===== config.mk =====
export PLATFORM = sky130hd
export DESIGN_NAME = tmcg_ram
export DESIGN_NICKNAME = d
export VERILOG_FILES = /design/src/rtl/tmcg_ram.sv
export SDC_FILE = /design/constraint.sdc
export NUM_CORES = 2
export LEC_CHECK = 0
export ABC_AREA = 1
export BUFFER_PORTS_ARGS = -buffer_cell sky130_fd_sc_hd__clkbuf_2
export CORE_MARGIN = 2
export CORE_UTILIZATION = 23
export DETAILED_ROUTE_END_ITERATION = 10
export PLACE_DENSITY = 0.33
export SKIP_LAST_GASP = 1
export SLEW_MARGIN = 40
export SYNTH_ARGS = -nofsm -noshare
export SYNTH_HDL_FRONTEND = slang
export SYNTH_SLANG_ARGS = --single-unit

===== constraint.sdc =====
create_clock -name clk -period 2 [get_ports clk]
set_input_delay 0.2 -clock clk [delete_from_list [all_inputs] [get_ports clk]]
set_output_delay 0.2 -clock clk [all_outputs]
set_load 0.05 [all_outputs]

===== src/rtl/tmcg_ram.sv =====
// Generic simple dual-port RAM: one write port, one registered read port.
`default_nettype none
module tmcg_ram #(
	parameter int WIDTH = 8,
	parameter int DEPTH = 256
) (
	input  wire logic                     clk,
	input  wire logic                     we,
	input  wire logic [$clog2(DEPTH)-1:0] waddr,
	input  wire logic [WIDTH-1:0]         wdata,
	input  wire logic [$clog2(DEPTH)-1:0] raddr,
	output logic      [WIDTH-1:0]         rdata
);

	logic [WIDTH-1:0] mem [DEPTH];

	// Read returns the old contents on a same-address write
	always_ff @(posedge clk) begin
		rdata <= mem[raddr];
		if (we) begin
			mem[waddr] <= wdata;
		end
	end

endmodule
`default_nettype wire


* Word level (Yosys, flattened, before mapping)
Memory sizes are Yosys's and may differ from the RTL's. A register that Yosys moved wholly into a read port is not among the register bits.
Cells that the tools add are included.
** Word-level totals
- Register bits :: 0
- RAM bits :: 2048
- Input port bits :: 26
- Output and inout port bits :: 8
- Memories kept :: 1
** Memories
- mem :: depth 256, bits a word 8, rd ports 1, clocked after Yosys merged registers in 1, write ports 1, RTL line 15 : logic [WIDTH-1:0] mem [DEPTH];
** Cells by class
- Mux-type cells :: 2
** Operator list (number)
- 2-to-1 mux 1 bit :: 2

* Depth between registers and ports, before layout
- Depth in word-level cells :: 2
- Gate-level depth with buffers :: 15
- Mapped depth without buffers :: 11

* Least setup slack after synthesis
OpenSTA, ideal clock, no wires.
- Path kind :: input to register
- From :: input port we
- To :: memory mem[162][0], enable pin
- Library setup time :: 370 ps
- Data arrival time :: 1321 ps
- Path slack :: 309 ps
- Cell stages on the path :: 4
- Cell sequence :: clkbuf_1 > nand3_1 > clkbuf_1 > nor2_1
** On the way
- Word-level cells in the longest chain between the ends :: 2
** RTL lines
- start: declaration :: RTL line 8 : input wire logic we,
- 2-to-1 mux 1 bit :: RTL line 20 : if (we) begin
- 2-to-1 mux 1 bit (not written as such) :: RTL line 21 : mem[waddr] <= wdata;
- end: declaration :: RTL line 15
No other way between the ends.

==> results.sh <==
export IMPL_synth_area_leaders="edfxtp_1, nand3_1, nand2_1, buf_2, nor2_1"
export IMPL_grt_overflow_total=0
export IMPL_detailed_place_hpwl_um=196000
export IMPL_gr_usage_all_layers_pct=16.5
export IMPL_start_util_pct=23.1
export IMPL_crit_path_top_delay_cell="nand3_1"
export IMPL_drt_iter0_markers=4930
export IMPL_synth_top_area_share_pct=73.7
export IMPL_yosysMostFrequentCell="nand2_1"
export IMPL_vias=56200
export IMPL_r2r_cells=10
export IMPL_whs_ns=0.121
export IMPL_nFillCells=37200
export IMPL_min_path_type="input port to flip-flop"
export IMPL_rrSetupSlack_ns=0.05
export IMPL_startpoint_type="flip-flop"
export IMPL_fin_nets=7648
export IMPL_cts_root_buf="clkbuf_16"
export IMPL_min_from="waddr[3]"
export IMPL_cts_buffers=238
export IMPL_powerDensity_nw_per_um2=945
export IMPL_timing_rr_end="rdata[1]"
export IMPL_tightest_slew_ns=0.665
export IMPL_ys_warn_count=0
export IMPL_rsz0062_at_grt="true"
export IMPL_grt_max_degree=69
export IMPL_ioPinCount=34
export IMPL_async_reset_ff_share_pct=0
export IMPL_vias_per_cell=4.46
export IMPL_grt_pass1_wl_um=434000
export IMPL_r2r_start="mem[157][1]"
export IMPL_hold_violations=0
export IMPL_p_leak_uw=0.0364
export IMPL_cts_htree_levels=4
export IMPL_drive_gt1_share_pct=15.4
export IMPL_critPathBufInv=0
export IMPL_gp_congestion=0.836
export IMPL_avgSynthCellArea_um2=11.9
export IMPL_max_stage_delay_ns=0.37
export IMPL_final_max_slew_violation_count=0
export IMPL_area_growth_pct=23.8
export IMPL_setup_violations=0
export IMPL_finalCriticalPeriod_ns=1.95
export IMPL_yosys_most_used_dff="edfxtp_1"
export IMPL_crit_top_cell="nand3_1"
export IMPL_dieArea_um2=367000
export IMPL_irDropWorstVdd_mv=0.693
export IMPL_routed_wl_um=307000
export IMPL_synth_seq_area_share_pct=73.9
export IMPL_crit_chain="nand2_1, nand3_1, nand3_1, nand3_1, nand3_1, nand3_1, nand3_1, nand2_1, nand2_1, nand2_1"
export IMPL_clk_latency_ns=0.95
export IMPL_synth_cell_types=14
export IMPL_path_depth=10
export IMPL_rows=221
export IMPL_routedWlPerCell_um=24.3
export IMPL_tns_ns=0
export IMPL_crit_start="mem[157][1]"
export IMPL_path_max_fanout=1
export IMPL_arrival_ns=2.79
export IMPL_grt_pass1_vias=56300
export IMPL_drt_pass1_iter_count=5
export IMPL_cp_top_family="simple AND/OR/NAND/NOR gates"
export IMPL_postCtsSetupRepairBufs=0
export IMPL_period_share_pct=97.7
export IMPL_clk_pin_slew_ns=0.06
export IMPL_ys_ff_latch=2056
export IMPL_antenna_found_initial=27
export IMPL_cts_sinks=2056
export IMPL_synth_area_um2=83400
export IMPL_core_area_um2=362000
export IMPL_syn_nets=7029
export IMPL_endpoint="rdata[1]"
export IMPL_crit_required_ns=2.84
export IMPL_setup_worst_path_end_class="flip-flop"
export IMPL_syn_inst=7003
export IMPL_maxCapViolCount=0
export IMPL_drc=0
export IMPL_antenna_left=0
export IMPL_outcome="finished clean"
export IMPL_synth_common_cells="nand2_1, edfxtp_1, nand3_1, nor2_1, buf_2"
export IMPL_fmax_mhz=512
export IMPL_cts_tree="done"
export IMPL_synth_edf_count=2048
export IMPL_die_h_um=606
export IMPL_relSlewSlack_pct=55.6
export IMPL_clockBufferDepth=4
export IMPL_critPathKind="flip-flop to flip-flop"
export IMPL_die_w_um=606
export IMPL_yosys_area_top_type="edfxtp_1"
export IMPL_skew_ns=0.0826
export IMPL_io_buffers=33
-- metrics by stage --
| stage | setup WS (ns) | area [um2] | utilization, % | instances | power, uW |
|---|---|---|---|---|---|
| 6_report | 0.0457 | 103000 | 28.5 | 12600 | 97500 |
| 3_5_place_dp | -0.783 | 95600 | 26.4 | 12200 | 55800 |
| 3_3_place_gp | -0.798 | 95600 | 26.4 | 12200 | 55800 |
| 2_1_floorplan | 0.309 | 83400 | - | 7003 | 51400 |
| 4_1_cts | -0.0724 | 103000 | 28.5 | 12600 | 99200 |
| 5_1_grt | -0.0301 | 103000 | 28.5 | 12600 | 101000 |
-- logic make-up (layout without fill, tap and decap cells) --
| family | count (synthesis) | in the layout | synth area share [%] |
|---|---|---|---|
| AND/OR/NAND/NOR | 4425 | 4425 | 22.9 |
| flip-flops | 2056 | 2056 | 73.9 |
| buffers and inverters | 522 | 1338 | 3.12 |
| other | 0 | 4 | 0 |
-- how the worst min path moves through the flow --
stage,endpoint,slack (ns),cells after the start
after detailed placement,mem[101][6],0.58,1
final,mem[166][6],0.12,6
after global placement,mem[101][6],0.58,1
after global routing,mem[166][6],0.11,5
after CTS,mem[166][6],0.04,6
after floorplan,mem[0][0],0.30,0
-- flip-flops by register name, indices dropped and copies added, names as in the netlist --
name / count
rdata: 8
mem: 2048
-- repair_timing --
item / 4_1_cts / 5_1_grt
hold buffers: 11 / 0
endpoints found under the setup margin: 9 / 2
gates resized for setup: 13 / 2
hold endpoints to repair: 1727 / 0
-- layout by cell type, fill, tap and decap left out, types with 2 or more instances in the layout --
cell type	netlist	final
clkinv_16	0	2
buf_4	46	647
nand3_2	0	3
nor2_1	283	283
inv_8	0	2
clkbuf_2	0	15
bufinv_16	0	21
dfxtp_1	8	3
nand2_1	2123	2105
buf_8	1	11
dfxtp_2	0	5
inv_16	0	3
clkbuf_1	112	50
clkinv_1	0	67
diode_2	0	4
nand3_1	2019	2016
dlygate4sd3_1	0	11
clkinvlp_4	0	3
buf_12	0	172
clkinv_2	0	45
nand2_2	0	18
edfxtp_1	2048	2048
clkbuf_16	0	241
inv_6	0	6
inv_1	36	34
clkbuf_4	0	5
-- layer usage --
metal | track usage [%] | part of all wire [%]
met5 | 0 | 0.0075
met4 | 3.83 | 2.3
met3 | 2.38 | 4.6
met2 | 27.0 | 47
met1 | 22.9 | 46
-- cell type report --
type	instances	area (um2)	area share, %
timing repair buffer	862	8700	8.43
clock inverter	146	1280	1.24
inverter	39	183	0.177
multi-input combinational	4425	19200	18.6
sequential	2056	61700	59.7
clock buffer	291	6220	6.02
tap	4794	6000	5.81
antenna	4	10.0	0.00969
-- worst min-delay path: cells and delay by family --
kind | cells | cell delay, ns
buffers and inverters | 3 | 0.44
and+or+nand+nor | 3 | 0.24
-- power by group --
part	switching (uW)	internal [uW]	leakage, uW	total (uW)
sequential	79.4	47500	0.0185	47600
combinational	4970	2150	0.0143	7130
clock	18200	24600	0.00368	42800
Note: power is estimated with default switching activity, not from simulation.
